### config.mk
export PLATFORM = sky130hd
export DESIGN_NAME = gated_pulse_rate_meter
export DESIGN_NICKNAME = d
export VERILOG_FILES = /design/src/hw/rtl/gprm_pkg.sv /design/src/hw/rtl/gated_pulse_rate_meter.sv /design/src/hw/rtl/gprm_regs.sv /design/src/hw/rtl/gprm_core.sv
export SDC_FILE = /design/constraint.sdc
export NUM_CORES = 1
export LEC_CHECK = 0
export BUFFER_PORTS_ARGS = -buffer_cell sky130_fd_sc_hd__buf_2
export CORE_MARGIN = 1
export CORE_UTILIZATION = 57
export CTS_BUF_LIST = sky130_fd_sc_hd__clkbuf_2
export DETAILED_ROUTE_END_ITERATION = 8
export PLACE_DENSITY = 0.83
export SLEW_MARGIN = 20
export SYNTH_ARGS = -nofsm -noshare
export SYNTH_HDL_FRONTEND = slang
export SYNTH_SLANG_ARGS = --single-unit
### constraint.sdc
create_clock -name clk -period 14.93 [get_ports clk]
set_clock_uncertainty 0.15 [all_clocks]
set_input_delay 2.2395 -clock clk [delete_from_list [all_inputs] [get_ports clk]]
set_output_delay 2.2395 -clock clk [all_outputs]
set_load 0.01 [all_outputs]
### src/hw/rtl/gprm_pkg.sv
// ----------------------------------------------------------------------------
// gprm_pkg: shared definitions of the gated pulse-rate meter
// Register map, reset values, display constants and digit decode functions.
// ----------------------------------------------------------------------------
package gprm_pkg;

	localparam int COUNT_WIDTH_DEF = 8;

	localparam int ADDR_W  = 5;
	localparam int DATA_W  = 32;
	localparam int IDX_W   = 3;
	localparam int SCALE_W = 4;

	// register indexes
	localparam logic [IDX_W-1:0] REG_DEBOUNCE = 3'd0;
	localparam logic [IDX_W-1:0] REG_WARMUP   = 3'd1;
	localparam logic [IDX_W-1:0] REG_GATE     = 3'd2;
	localparam logic [IDX_W-1:0] REG_SCALE    = 3'd3;
	localparam logic [IDX_W-1:0] REG_REFRESH  = 3'd4;
	localparam logic [IDX_W-1:0] REG_STARTUP  = 3'd5;
	localparam logic [IDX_W-1:0] REG_RESULT   = 3'd6;

	// reset values
	localparam logic [9:0]  DEBOUNCE_RST = 10'd300;
	localparam logic [9:0]  WARMUP_RST   = 10'd600;
	localparam logic [15:0] GATE_RST     = 16'd15000;
	localparam logic [3:0]  SCALE_RST    = 4'd4;
	localparam logic [7:0]  REFRESH_RST  = 8'd5;
	localparam logic [9:0]  STARTUP_RST  = 10'd181;
	localparam logic [9:0]  RESULT_RST   = 10'd541;

	localparam logic [9:0] RATE_MAX     = 10'd999;
	localparam logic [6:0] BLANK_SEGS   = 7'h7F;
	localparam logic [2:0] BLANK_DIGITS = 3'h7;

	localparam int RES_W = 22;
	localparam int OUT_W = 24;
	localparam int IN_W  = 8;

	typedef struct packed {
		logic [9:0]  debounce_ticks;
		logic [9:0]  warmup_ticks;
		logic [15:0] gate_ticks;
		logic [3:0]  rate_scale;
		logic [7:0]  refresh_ticks;
		logic [9:0]  startup_frames;
		logic [9:0]  result_frames;
	} cfg_t;

	// one decimal digit of a value below 1000; pos 0 ones, 1 tens, 2 hundreds
	function automatic logic [3:0] digit_of(input logic [9:0] v, input logic [1:0] pos);
		logic [3:0]  hund;
		logic [9:0]  rem;
		logic [14:0] prod;
		logic [3:0]  tens;
		logic [6:0]  ones;
		hund = 4'd0;
		for (int k = 1; k <= 9; k++) begin
			if (v >= 10'(k * 100))
				hund = 4'(k);
		end
		rem  = v - 10'(hund) * 10'd100;
		prod = 15'(rem[6:0]) * 15'd205;
		tens = prod[14:11];
		ones = rem[6:0] - 7'(tens) * 7'd10;
		case (pos)
			2'd0:    digit_of = ones[3:0];
			2'd1:    digit_of = tens;
			default: digit_of = hund;
		endcase
	endfunction

	// active-low pattern g..a
	function automatic logic [6:0] seg_of(input logic [3:0] d);
		case (d)
			4'd0:    seg_of = 7'h40;
			4'd1:    seg_of = 7'h79;
			4'd2:    seg_of = 7'h24;
			4'd3:    seg_of = 7'h30;
			4'd4:    seg_of = 7'h19;
			4'd5:    seg_of = 7'h12;
			4'd6:    seg_of = 7'h02;
			4'd7:    seg_of = 7'h78;
			4'd8:    seg_of = 7'h00;
			4'd9:    seg_of = 7'h10;
			default: seg_of = BLANK_SEGS;
		endcase
	endfunction

	function automatic logic [2:0] enable_of(input logic [1:0] pos);
		case (pos)
			2'd0:    enable_of = 3'h6;
			2'd1:    enable_of = 3'h5;
			default: enable_of = 3'h3;
		endcase
	endfunction

endpackage

### src/hw/rtl/gated_pulse_rate_meter.sv
// ----------------------------------------------------------------------------
// gated_pulse_rate_meter: tick-driven gated pulse-rate meter
// Input register, one-tick sequencer step and result register, with APB config.
// ----------------------------------------------------------------------------
// A tick request waits in the input register until the sequencer steps on it.
// Throughput: one tick per cycle unless the output stalls; the result register
// takes a new result as the old one is taken, so stalls only hold the pipeline.
// Reset: clears the pipeline, starts the startup display with a rate of zero
// and loads every configuration register with its default.
module gated_pulse_rate_meter #(
	parameter int COUNT_WIDTH = gprm_pkg::COUNT_WIDTH_DEF
) (
	input  logic                         clk,
	input  logic                         arst_n,
	input  logic                         s_tvalid,
	output logic                         s_tready,
	input  logic [gprm_pkg::IN_W-1:0]    s_tdata,   // button_pressed, pulse_edge
	output logic                         m_tvalid,
	input  logic                         m_tready,
	// segments[6:0], digit_enable[9:7], emitter_on[10], busy_res[11], rate[21:12]
	output logic [gprm_pkg::OUT_W-1:0]   m_tdata,
	input  logic                         psel,
	input  logic                         penable,
	input  logic                         pwrite,
	input  logic [gprm_pkg::ADDR_W-1:0]  paddr,
	input  logic [gprm_pkg::DATA_W-1:0]  pwdata,
	output logic [gprm_pkg::DATA_W-1:0]  prdata,
	output logic                         pready
);
	import gprm_pkg::*;

	cfg_t             cfg;
	logic             valid_s1, press_s1, pulse_s1;
	logic             out_valid_q;
	logic [RES_W-1:0] out_data_q;
	logic [RES_W-1:0] result;
	logic             advance;

	assign pready   = 1'b1;
	assign advance  = valid_s1 & (~out_valid_q | m_tready);
	assign s_tready = ~valid_s1 | advance;
	assign m_tvalid = out_valid_q;
	assign m_tdata  = {{(OUT_W - RES_W){1'b0}}, out_data_q};

	gprm_regs u_regs (
		.clk     (clk),
		.arst_n  (arst_n),
		.psel    (psel),
		.penable (penable),
		.pwrite  (pwrite),
		.paddr   (paddr),
		.pwdata  (pwdata),
		.prdata  (prdata),
		.cfg     (cfg)
	);

	gprm_core #(
		.COUNT_WIDTH (COUNT_WIDTH)
	) u_core (
		.clk    (clk),
		.arst_n (arst_n),
		.cfg    (cfg),
		.step   (advance),
		.press  (press_s1),
		.pulse  (pulse_s1),
		.result (result)
	);

	// input register: hold the request until the sequencer steps on it
	always_ff @(posedge clk or negedge arst_n) begin
		if (!arst_n) begin
			valid_s1 <= 1'b0;
		end else if (s_tready) begin
			valid_s1 <= s_tvalid;
		end
	end

	always_ff @(posedge clk) begin
		if (s_tvalid && s_tready) begin
			press_s1 <= s_tdata[0];
			pulse_s1 <= s_tdata[1];
		end
	end

	always_ff @(posedge clk or negedge arst_n) begin
		if (!arst_n) begin
			out_valid_q <= 1'b0;
		end else if (advance) begin
			out_valid_q <= 1'b1;
		end else if (m_tready) begin
			out_valid_q <= 1'b0;
		end
	end

	always_ff @(posedge clk) begin
		if (advance)
			out_data_q <= result;
	end

endmodule

### src/hw/rtl/gprm_regs.sv
// ----------------------------------------------------------------------------
// gprm_regs: configuration register file
// APB-style write and read of the seven timing and scale registers.
// ----------------------------------------------------------------------------
module gprm_regs (
	input  logic                         clk,
	input  logic                         arst_n,
	input  logic                         psel,
	input  logic                         penable,
	input  logic                         pwrite,
	input  logic [gprm_pkg::ADDR_W-1:0]  paddr,
	input  logic [gprm_pkg::DATA_W-1:0]  pwdata,
	output logic [gprm_pkg::DATA_W-1:0]  prdata,
	output gprm_pkg::cfg_t               cfg
);
	import gprm_pkg::*;

	cfg_t             cfg_q;
	logic             wr;
	logic [IDX_W-1:0] idx;

	assign idx = paddr[ADDR_W-1:2];
	assign wr  = psel & penable & pwrite;
	assign cfg = cfg_q;

	always_ff @(posedge clk or negedge arst_n) begin
		if (!arst_n) begin
			cfg_q.debounce_ticks <= DEBOUNCE_RST;
			cfg_q.warmup_ticks   <= WARMUP_RST;
			cfg_q.gate_ticks     <= GATE_RST;
			cfg_q.rate_scale     <= SCALE_RST;
			cfg_q.refresh_ticks  <= REFRESH_RST;
			cfg_q.startup_frames <= STARTUP_RST;
			cfg_q.result_frames  <= RESULT_RST;
		end else if (wr) begin
			case (idx)
				REG_DEBOUNCE: cfg_q.debounce_ticks <= pwdata[9:0];
				REG_WARMUP:   cfg_q.warmup_ticks   <= pwdata[9:0];
				REG_GATE:     cfg_q.gate_ticks     <= pwdata[15:0];
				REG_SCALE:    cfg_q.rate_scale     <= pwdata[3:0];
				REG_REFRESH:  cfg_q.refresh_ticks  <= pwdata[7:0];
				REG_STARTUP:  cfg_q.startup_frames <= pwdata[9:0];
				REG_RESULT:   cfg_q.result_frames  <= pwdata[9:0];
				default: ;
			endcase
		end
	end

	always_comb begin
		case (idx)
			REG_DEBOUNCE: prdata = DATA_W'(cfg_q.debounce_ticks);
			REG_WARMUP:   prdata = DATA_W'(cfg_q.warmup_ticks);
			REG_GATE:     prdata = DATA_W'(cfg_q.gate_ticks);
			REG_SCALE:    prdata = DATA_W'(cfg_q.rate_scale);
			REG_REFRESH:  prdata = DATA_W'(cfg_q.refresh_ticks);
			REG_STARTUP:  prdata = DATA_W'(cfg_q.startup_frames);
			REG_RESULT:   prdata = DATA_W'(cfg_q.result_frames);
			default:      prdata = '0;
		endcase
	end

endmodule

### src/hw/rtl/gprm_core.sv
// ----------------------------------------------------------------------------
// gprm_core: phase sequencer, gate counter and display scan
// Advances the measurement state by one tick per step and forms the result.
// ----------------------------------------------------------------------------
module gprm_core #(
	parameter int COUNT_WIDTH = gprm_pkg::COUNT_WIDTH_DEF
) (
	input  logic                        clk,
	input  logic                        arst_n,
	input  gprm_pkg::cfg_t              cfg,
	input  logic                        step,
	input  logic                        press,
	input  logic                        pulse,
	output logic [gprm_pkg::RES_W-1:0]  result
);
	import gprm_pkg::*;

	localparam int PROD_W = COUNT_WIDTH + SCALE_W;

	localparam logic [2:0] PH_STARTUP  = 3'd0;
	localparam logic [2:0] PH_IDLE     = 3'd1;
	localparam logic [2:0] PH_DEBOUNCE = 3'd2;
	localparam logic [2:0] PH_WARMUP   = 3'd3;
	localparam logic [2:0] PH_GATE     = 3'd4;
	localparam logic [2:0] PH_RESULT   = 3'd5;

	logic [2:0]             phase_q, ph;
	logic [15:0]            timer_q, tmr;
	logic [COUNT_WIDTH-1:0] count_q, cnt;
	logic [9:0]             rate_q, rv;
	logic [9:0]             frame_q, fc, frames;
	logic [1:0]             digit_q, di, pos;
	logic [7:0]             refresh_q, rt;
	logic [8:0]             rt_inc;
	logic [PROD_W-1:0]      prod;
	logic [6:0]             segs;
	logic [2:0]             dig;
	logic                   emit, busy;

	always_comb begin
		ph     = (phase_q > PH_RESULT) ? PH_IDLE : phase_q;
		tmr    = timer_q;
		cnt    = count_q;
		rv     = rate_q;
		fc     = frame_q;
		di     = digit_q;
		rt     = refresh_q;
		segs   = BLANK_SEGS;
		dig    = BLANK_DIGITS;
		emit   = 1'b0;
		busy   = 1'b1;
		frames = cfg.result_frames;
		pos    = 2'd0;
		rt_inc = 9'd0;
		prod   = '0;

		// leave waits that have run out, falling through zero-length phases
		if (ph == PH_DEBOUNCE && tmr >= {6'd0, cfg.debounce_ticks}) begin
			ph  = PH_WARMUP;
			tmr = '0;
		end
		if (ph == PH_WARMUP && tmr >= {6'd0, cfg.warmup_ticks}) begin
			ph  = PH_GATE;
			tmr = '0;
			cnt = '0;
		end
		if (ph == PH_GATE && tmr >= cfg.gate_ticks) begin
			prod = PROD_W'(cnt) * PROD_W'(cfg.rate_scale);
			if ({10'd0, prod} > (PROD_W + 10)'(RATE_MAX))
				rv = RATE_MAX;
			else
				rv = 10'(prod);
			ph = PH_RESULT;
			fc = '0;
			di = '0;
			rt = '0;
		end
		if (ph == PH_STARTUP && fc >= cfg.startup_frames)
			ph = PH_IDLE;
		if (ph == PH_RESULT && fc >= cfg.result_frames)
			ph = PH_IDLE;

		case (ph)
			PH_IDLE: begin
				busy = 1'b0;
				if (press) begin
					ph  = PH_DEBOUNCE;
					tmr = '0;
				end
			end
			PH_DEBOUNCE: begin
				tmr = tmr + 16'd1;
			end
			PH_WARMUP: begin
				emit = 1'b1;
				tmr  = tmr + 16'd1;
			end
			PH_GATE: begin
				emit = 1'b1;
				if (pulse && cnt != '1)
					cnt = cnt + 1'b1;
				tmr = tmr + 16'd1;
			end
			default: begin
				frames = (ph == PH_STARTUP) ? cfg.startup_frames : cfg.result_frames;
				pos    = (di > 2'd2) ? 2'd0 : di;
				segs   = seg_of(digit_of(rv, pos));
				dig    = enable_of(pos);
				rt_inc = {1'b0, rt} + 9'd1;
				// a zero refresh length behaves as one tick
				if (rt_inc >= {1'b0, cfg.refresh_ticks}) begin
					rt = '0;
					if (pos == 2'd2) begin
						di = '0;
						fc = fc + 10'd1;
						if (fc >= frames)
							ph = PH_IDLE;
					end else begin
						di = pos + 2'd1;
					end
				end else begin
					rt = rt_inc[7:0];
				end
			end
		endcase
	end

	assign result = {rv, busy, emit, dig, segs};

	always_ff @(posedge clk or negedge arst_n) begin
		if (!arst_n) begin
			phase_q   <= PH_STARTUP;
			timer_q   <= '0;
			count_q   <= '0;
			rate_q    <= '0;
			frame_q   <= '0;
			digit_q   <= '0;
			refresh_q <= '0;
		end else if (step) begin
			phase_q   <= ph;
			timer_q   <= tmr;
			count_q   <= cnt;
			rate_q    <= rv;
			frame_q   <= fc;
			digit_q   <= di;
			refresh_q <= rt;
		end
	end

endmodule

# Word-level counts from Yosys, hierarchy flattened
# Memories as Yosys holds them, arrays and structs flattened. A register that Yosys moved wholly into a read port is not among the register bits.
# Index checks and enable logic that the tools add are counted.
# Widths: inputs -> output; s select.
[totals]
in_bits = 52
romBits = 112
regBits = 151
out_inout_bits = 59
n_memories = 1
word_cells = 148
[op_classes]
multipliers = 4
n_reduce_logical = 22
n_bitwise = 7
magnitude_cmp = 19
add_sub_neg = 7
eq_ne = 17
muxes = 51
[memory_table]
columns = ["name", "depth", "word_bits", "read_ports", "rd_ports_with_merged_regs", "wr", "line_no", "text"]
rows = [
  ["(no name shown)", 16, 7, 1, 1, 0, "gprm_pkg.sv:75", "case (d)"],
]
[ops]
columns = ["operator", "count"]
rows = [
  ["$pmux 16 s7", 1],
  ["$mux 10", 7],
  ["$mux 16", 3],
  ["$mux 8", 6],
  ["$mux 3", 14],
  ["$ge 10x10->1 const B", 4],
  ["$ge 16x10->1", 2],
  ["$pmux 16 s2", 1],
  ["$ge 10x10->1", 3],
  ["$ge 10x9->1 const B", 3],
  ["$eq 3x2->1 const B", 6],
  ["$eq 3x3->1 const B", 6],
  ["$add 16x1->16 const B", 1],
  ["$ge 16x16->1", 1],
  ["$mux 4", 4],
  ["$mul 7x8->15 const B", 1],
  ["$mux 2", 7],
  ["$reduce_and 2->1", 7],
  ["$gt 12x10->1 const B", 1],
  ["$mul 8x4->12", 1],
  ["$pmux 3 s2", 2],
  ["$add 10x1->10 const B", 1],
  ["$ge 10x7->1 const B", 1],
  ["$ge 10x8->1 const B", 1],
  ["other kinds (26)", 43],
]

# Depth between registers and ports, before layout
# Gate-level depths: netlist of run 1.
[logic_depth]
depth_word = 30
mapped_depth = 67

# Cells and area by module
# Synthesis of run 1 repeated with hierarchy kept, for this count alone.
[unflattened]
hier_cells = 1353
hier_area_um2 = 12747.2
[by_module_without_submodules]
columns = ["module", "area_each_um2", "cells_each", "n_inst", "seq_area_each_um2"]
rows = [
  ["gprm_core", 8518.2, 1071, 1, 1426.4],
  ["gprm_regs", 3374.5, 245, 1, 1736.7],
  ["gated_pulse_rate_meter", 854.6, 37, 1, 770.7],
]

# Worst setup path before layout of run 1
# No wires, ideal clock.
[synth_path]
path_kind = "register to register"
from = "register u_regs.cfg_q (netlist bit u_regs.cfg[66])"
to = "register out_data_q[5] (data pin)"
setup_slack_ns = 0.659
synth_period_minus_slack_ns = 14.271
arrival_time_ns = 13.849
path_stages_with_launch = 64
cell_sequence = "dfstp_2 > inv_1 > ha_1 > nand4_1 > or3_1 > a21oi_2 > o211a_1 > clkbuf_1 > nor2b_1 > ha_1 > or3b_2 > o2111ai_1 > a31o_2 > nand3_1 > nand2b_1 > buf_6 > clkbuf_1 > clkbuf_1 > [... 28 more ...] > fa_1 > inv_1 > ha_1 > a31oi_1 > nor2_1 > nor2_1 > nand2_1 > o21bai_1 > xor2_1 > ha_1 > fa_1 > xor2_1 > xnor2_1 > xnor2_1 > xnor3_1 > o311a_1 > nor3_2 > nor3_1"
[synth_between]
elab_chain_cells = 28
elab_cells_between_ends = 63
classes_between = "add/sub: 2; mul: 4; order compare: 16; eq/ne: 8; mux: 25; reduce/logical: 8"
[synth_lines]
columns = ["item", "line_no", "text"]
rows = [
  ["start: declaration", "gprm_regs.sv:18", "cfg_t cfg_q;"],
  ["$ge 16x10->1 *", "gprm_core.sv:58", "if (ph == PH_DEBOUNCE && tmr >= {6'd0, cfg.debounce_ticks}) begin"],
  ["$logic_and 1x1->1 *", "gprm_core.sv:58", ""],
  ["$mux 16 or $mux 3 (tied branches)", "gprm_core.sv:58", ""],
  ["$ge 16x10->1 or $eq 3x2->1 (tied branches)", "gprm_core.sv:62", "if (ph == PH_WARMUP && tmr >= {6'd0, cfg.warmup_ticks}) begin"],
  ["$logic_and 1x1->1", "gprm_core.sv:62", ""],
  ["$mux 8", "gprm_core.sv:62", ""],
  ["$mul 8x4->12", "gprm_core.sv:68", "prod = PROD_W'(cnt) * PROD_W'(cfg.rate_scale);"],
  ["$gt 12x10->1", "gprm_core.sv:69", "if ({10'd0, prod} > (PROD_W + 10)'(RATE_MAX))"],
  ["[... 12 more ...]", "-", ""],
  ["$mux 4", "gprm_core.sv:83", "case (ph)"],
  ["$mul 4x5->5", "gprm_pkg.sv:62", "rem = v - 10'(hund) * 10'd100;"],
  ["$sub 7x7->7", "gprm_pkg.sv:62", ""],
  ["$mul 7x8->15", "gprm_pkg.sv:63", "prod = 15'(rem[6:0]) * 15'd205;"],
  ["$mul 4x3->3", "gprm_pkg.sv:65", "ones = rem[6:0] - 7'(tens) * 7'd10;"],
  ["$sub 4x4->4", "gprm_pkg.sv:65", ""],
  ["$pmux 4 s2", "gprm_pkg.sv:66", "case (pos)"],
  ["$mux 4", "gprm_core.sv:83", ""],
  ["end: declaration", "gated_pulse_rate_meter.sv:35", "logic [RES_W-1:0] out_data_q;"],
]
# Every way passes the cells marked *; elsewhere a longest branch is shown, timed or not. The select of a mux whose other input is x is not followed.
# A chain may end at the register's enable or synchronous reset.

# Worst setup path after layout of run 1
[layout_path]
from = "register u_regs.cfg_q (netlist bit u_regs.cfg[63])"
to = "register out_data_q[2] (data pin)"
# The elaborated chain is that of the path after synthesis.

==> impl_metrics.toml, run 1 <==
[clock_network]
cts_tree = "built"
clock_latency_ps = 790
cts_buffers = 17
root_buffer = "clkbuf_2"
clock-sinks = 151
hold_buffers = 0
h-tree-depth = 4
clock_path_buffers = 2
path_clk_slew_ps = 290

[floorplanning]
io_pins = 111
die_y_microns = 151
fp.dieArea_sq_um = 22700
rows = 54
coreArea_sq_um = 21800
die_x_microns = 151
start_util_pct = 57.9

[grt]
grt-ovfl-total = 0
first_global_vias = 10500
grt_usage_pct = 29.5
grt_pass1_wl_microns = 52300
antenna_found_initial = 1
grt_max_degree = 79

[routing]
vias_per_cell = 6.21
wirelength_microns = 32700
wl_per_cell_microns = 18.3
drcViolationCount = 0
drt-pass1-iter-count = 6
vias = 11100
drt-initial-drc-count = 1039
drtAntennaViolNets = 0

[worst_setup_path]
r2r.worst_path.cells = 61
end_kind = "flip-flop"
cp.required_ps = 15300
cp-start-kind = "flip-flop"
crit_path_max_fanout = 9
slowest_stage = "dfstp_2"
slowest_delay_ps = 620
timing.rr.end = "out_data_q[2]"
crit_arrival_ps = 14810
r2r_start = "u_regs.cfg[63]"
critical_path_class = "flip-flop to flip-flop"
r2r_slack_ps = 490

[logic_synthesis]
yosys-top-cells-area = "dfrtp_1 20%, ha_1 14%, dfstp_2 5.8%"
avgSynthCellArea_sq_um = 8.91
synth_cell_types = 96
ys_async_sr_fraction_pct = 84.1
ys_ff_latch = 151
synthesis.area_sq_um = 12600
ys_seq_area_share_pct = 31.2
syn_inst = 1415
yosysMostFrequentCell = "nand2_1"
synth_area_leader_cell = "dfrtp_1"
yosys_warnings = 0
synth_top_area_share_pct = 19.7
synth_edf_count = 24
ys.flop_type = "dfrtp_1"
synth_common_cells = "161 x nand2_1, 143 x ha_1, 133 x inv_1"

[layout]
fill_cells = 1763
drive_above_1_share_pct = 17.9
layout.nets = 1707
area_growth_pct = 9.63
design_area_sq_um = 13800
seqCellArea_sq_um = 3930
multi_input_area_sq_um = 8080

[hold_path]
holdPathEnd = "u_core.digit_q[1]"
min_path_type = "flip-flop to flip-flop"
hold_path_startpoint = "u_core.digit_q[1]"
min_path_cells = 1

[pwr]
peakVddDrop_mv = 0.0608
leakage_nw = 6.92
powerDensity_nw_per_um2 = 90.1
totalPowerFinal_w = 0.00125

[sta]
hold_viol_final = 0
tightestPinTransition_ps = 929
relSlewSlack_pct = 36.5
setup_violations = 0
hold-worst-slack_ps = 384
fmax_ghz = 0.0692
layout_min_cycle_time_ps = 14440
period_share_pct = 96.7
final.setup.tns_ps = 0
slew_violations = 0

[place]
hpwl_microns = 24000
place_congestion = 0.937
io_buffers = 67
place_area_sq_um = 13300

[outcome]
status = "finished, final reports clean"

[flow_run]
max-cap-violations = 0
## worst max-delay path by stage
stage,from,end,cells after the start
detailed placement,u_regs.cfg[63],out_data_q[5],61
global placement,u_regs.cfg[63],out_data_q[5],60
global route,u_regs.cfg[63],out_data_q[3],63
floorplan,u_regs.cfg[66],out_data_q[5],63
CTS,u_regs.cfg[63],out_data_q[5],59
finish,u_regs.cfg[63],out_data_q[2],61
## placed cells by master (no fill, tap or decap), drive strengths merged, types with 21 or more instances in the layout
cell,count
buf,110
mux2,27
dfstp,28
fa,22
inv,142
o21ai,129
a21o,29
and3,39
nor2,78
dfrtp,99
nand3,31
ha,143
mux2i,25
and2,29
edfxtp,24
nor2b,21
nand2,161
a21oi,50
## sequential cells by signal, summed over array words and instances, names as in the netlist, 2 cells and up
| signal | flops |
|---|---|
| u_regs.cfg | 68 |
| out_data_q | 22 |
| u_core.timer_q | 16 |
| u_core.frame_q | 10 |
| u_core.rate_q | 10 |
| u_core.count_q | 8 |
| u_core.refresh_q | 8 |
| u_core.phase_q | 3 |
| u_core.digit_q | 2 |
## per-stage QoR
stage	setup slack (ps)	instances	util [%]
2_1_floorplan	659	1432	-
3_3_place_gp	374	1741	60.9
3_5_place_dp	-24.7	1741	60.9
4_1_cts	29.1	1773	62.3
5_1_grt	-54.3	1784	63.5
6_report	489	1784	63.5
## metal layers
layer | GRT usage, % | vias up | part of all wire (%)
li1 | - | 5135 | -
met1 | 39.5 | 5368 | 42
met2 | 47.0 | 479 | 47
met3 | 4.82 | 97 | 7.2
met4 | 12.9 | 0 | 3.7
met5 | 0 | - | 0
## power by group
part	internal, W	switching (W)
clock network	0.0000725	0.000186
registers	0.000498	0.0000591
logic	0.000174	0.000255
total	0.000745	0.000500
## critical path: cells and delay by family (launching register included)
family | cells | cell delay [ps]
xor+xnor | 9 | 1710
mux | 1 | 290
compound gates | 19 | 4040
simple gates | 11 | 1650
flops | 1 | 620
fa+ha+maj | 13 | 4670
buf+inv | 8 | 1020
## final cells by class
type | count | area share (%)
multi-input combinational | 1075 | 58.5
sequential | 151 | 28.5
timing repair buffer | 110 | 4.86
inverter | 135 | 3.67
tap | 280 | 2.54
clock inverter | 15 | 1.35
clock buffer | 17 | 0.616
antenna | 1 | 0.0181
## what timing repair did
| action | in CTS | in global routing |
|---|---|---|
| setup endpoints to repair | 7 | 7 |
| gates cloned | 0 | 0 |
| setup buffers | 0 | 10 |
| gates resized for setup | 4 | 38 |
| pin swaps | 0 | 21 |
## kinds of logic after synthesis
kind of cell | count (synthesis) | share of synthesized area (%)
fa+ha+maj | 165 | 17.7
flops | 151 | 31.2
buf+inv | 206 | 6.86
compound gates | 351 | 19.1
mux | 55 | 4.96
simple gates | 449 | 17.5
xor+xnor | 36 | 2.61
other cells | 2 | 0.0596
(Power assumes the default switching activity.)
==> inputs of run 2 (changes only) <==
==> constraint.sdc (replaced) <==
create_clock -name clk -period 14.93 [get_ports clk]
set_clock_uncertainty 0.15 [all_clocks]
set_input_delay 1.493 -clock clk [delete_from_list [all_inputs] [get_ports clk]]
set_output_delay 1.493 -clock clk [all_outputs]
set_load 0.01 [all_outputs]
==> run 2 against run 1 <==
Cell area rose by 0.67%. Via count down 0.51%. Hold slack worse by 15 ps. Critical path depth is 2 higher. Non-clock buffer count rose by 1. Clock power rose by 10%. Critical path type unchanged. Critical endpoint is now out_data_q[6].
==> impl_metrics.toml, run 2 (synthesis results as in run 1) <==
[layout]
postLayoutCoreUtil_pct = 63.9
area_growth_pct = 10.4
layout.nets = 1708
final_common_cell = "nand2_1"
largest_reg_flops = 68
mostFrequentLayoutCells = "160 x nand2_1, 139 x ha_1, 133 x inv_1"
final_cells = 1785
drive_above_1_share_pct = 18.6

[worst_setup_path]
r2r_start = "u_regs.cfg[63]"
crit_path_max_fanout = 6
critical_path_class = "flip-flop to flip-flop"
r2r.worst_path.cells = 63
slowest_stage = "dfstp_2"
r2r_slack_ps = 480
slowest_delay_ps = 620
cpMostUsedCell = "ha_1"
cp.required_ps = 15400
crit_arrival_ps = 14920
end_kind = "flip-flop"
cp-start-kind = "flip-flop"
timing.rr.end = "out_data_q[6]"

[sta]
relSlewSlack_pct = 28.9
layout_min_cycle_time_ps = 14450
period_share_pct = 96.8
tightestPinTransition_ps = 1060
fmax_ghz = 0.0692
hold_viol_final = 0
setup_violations = 0
final.setup.tns_ps = 0
slew_violations = 0

[routing]
drcViolationCount = 0
wl_per_cell_microns = 18.6
vias = 11000
drtAntennaViolNets = 0
vias_per_cell = 6.18
wirelength_microns = 33300
drt-initial-drc-count = 883
drt-pass1-iter-count = 8

[clock_network]
cts_buffers = 17
clock_path_buffers = 2
root_buffer = "clkbuf_2"
clock_latency_ps = 820
hold_buffers = 0
h-tree-depth = 4
cts_tree = "built"
clock-sinks = 151
path_clk_slew_ps = 290

[hold_path]
hold_path_startpoint = "valid_s1"
holdPathEnd = "m_tvalid"
min_path_type = "flip-flop to flip-flop"
min_path_cells = 1

[floorplanning]
fp.dieArea_sq_um = 22700
io_pins = 111
die_y_microns = 151
rows = 54
die_x_microns = 151
coreArea_sq_um = 21800
start_util_pct = 57.9

[place]
dpl.cell_count = 1738
io_buffers = 67
hpwl_microns = 24400
place_congestion = 0.936

[grt]
grt-ovfl-total = 0
grt_max_degree = 72
grt_pass1_wl_microns = 53400
grt_usage_pct = 30.4
first_global_vias = 10700
antenna_found_initial = 1

[outcome]
status = "finished, final reports clean"

[pwr]
peakVddDrop_mv = 0.0596
leakage_nw = 6.94
powerDensity_nw_per_um2 = 91.4

[flow_run]
max-cap-violations = 0
[run 2: cell count changes in the layout (fill, tap and decap cells not counted), sizes merged]
cell | previous run | this run
buf | 110 | 111
bufinv | 1 | 3
clkinv | 6 | 3
clkinvlp | 1 | 0
inv | 142 | 144
[run 2: stage by stage]
step | hold slack [ps] | power [W] | instance area, sq um | setup slack (ps)
final | 369 | 0.00127 | 13900 | 484
after global placement | 316 | 0.000956 | 13200 | 251
after CTS | 376 | 0.00126 | 13600 | 25.5
after global routing | 407 | 0.00134 | 13900 | -95.2
after detailed placement | 329 | 0.000976 | 13200 | -123
after floorplan | 301 | 0.000845 | 12700 | 659
[run 2: where the power goes]
group          total, W  switching [W]  internal, W
Combinational  0.000432       0.000257     0.000175
Clock          0.000284       0.000181     0.000103
Sequential     0.000556      0.0000578     0.000499
[run 2: worst max-delay path by stage]
stage,endpoint,cells past startpoint,from
2_1_floorplan,out_data_q[5],63,u_regs.cfg[66]
4_1_cts,out_data_q[5],62,u_regs.cfg[63]
3_3_place_gp,out_data_q[5],60,u_regs.cfg[63]
6_report,out_data_q[6],63,u_regs.cfg[63]
5_1_grt,out_data_q[0],63,u_regs.cfg[63]
3_5_place_dp,out_data_q[5],60,u_regs.cfg[63]
[run 2: metal layers]
| metal | up-vias | GRT usage, % | wire length (microns) |
|---|---|---|---|
| met4 | 0 | 13.3 | 1130 |
| met5 | - | 0 | 0 |
| met2 | 485 | 49.1 | 15800 |
| met3 | 86 | 4.58 | 2320 |
| li1 | 5140 | - | - |
| met1 | 5312 | 40.5 | 14000 |
[run 2: layout make-up]
class	instances	area, sq um
multi-input combinational	1075	8150
timing repair buffer	111	676
antenna	1	2.50
inverter	135	507
sequential	151	3930
fill	1745	7840
tap	280	350
clock inverter	15	209
clock buffer	17	85.1
[run 2: what timing repair did]
| action | CTS | global route |
|---|---|---|
| setup buffers | 1 | 13 |
| pin swaps | 1 | 27 |
| endpoints found under the setup margin | 7 | 7 |
| resized for setup | 7 | 49 |
[run 2: worst max-delay path, delay by kind of cell, from the launching register on]
| kind | cells | cell delay [ps] |
|---|---|---|
| buffers and inverters | 9 | 880 |
| adder cells (fa/ha/maj) | 14 | 5050 |
| AO/OA/AOI/OAI | 15 | 3090 |
| AND/OR/NAND/NOR | 15 | 2330 |
| XOR/XNOR | 9 | 1790 |
| multiplexers | 1 | 300 |
| flip-flops | 1 | 620 |
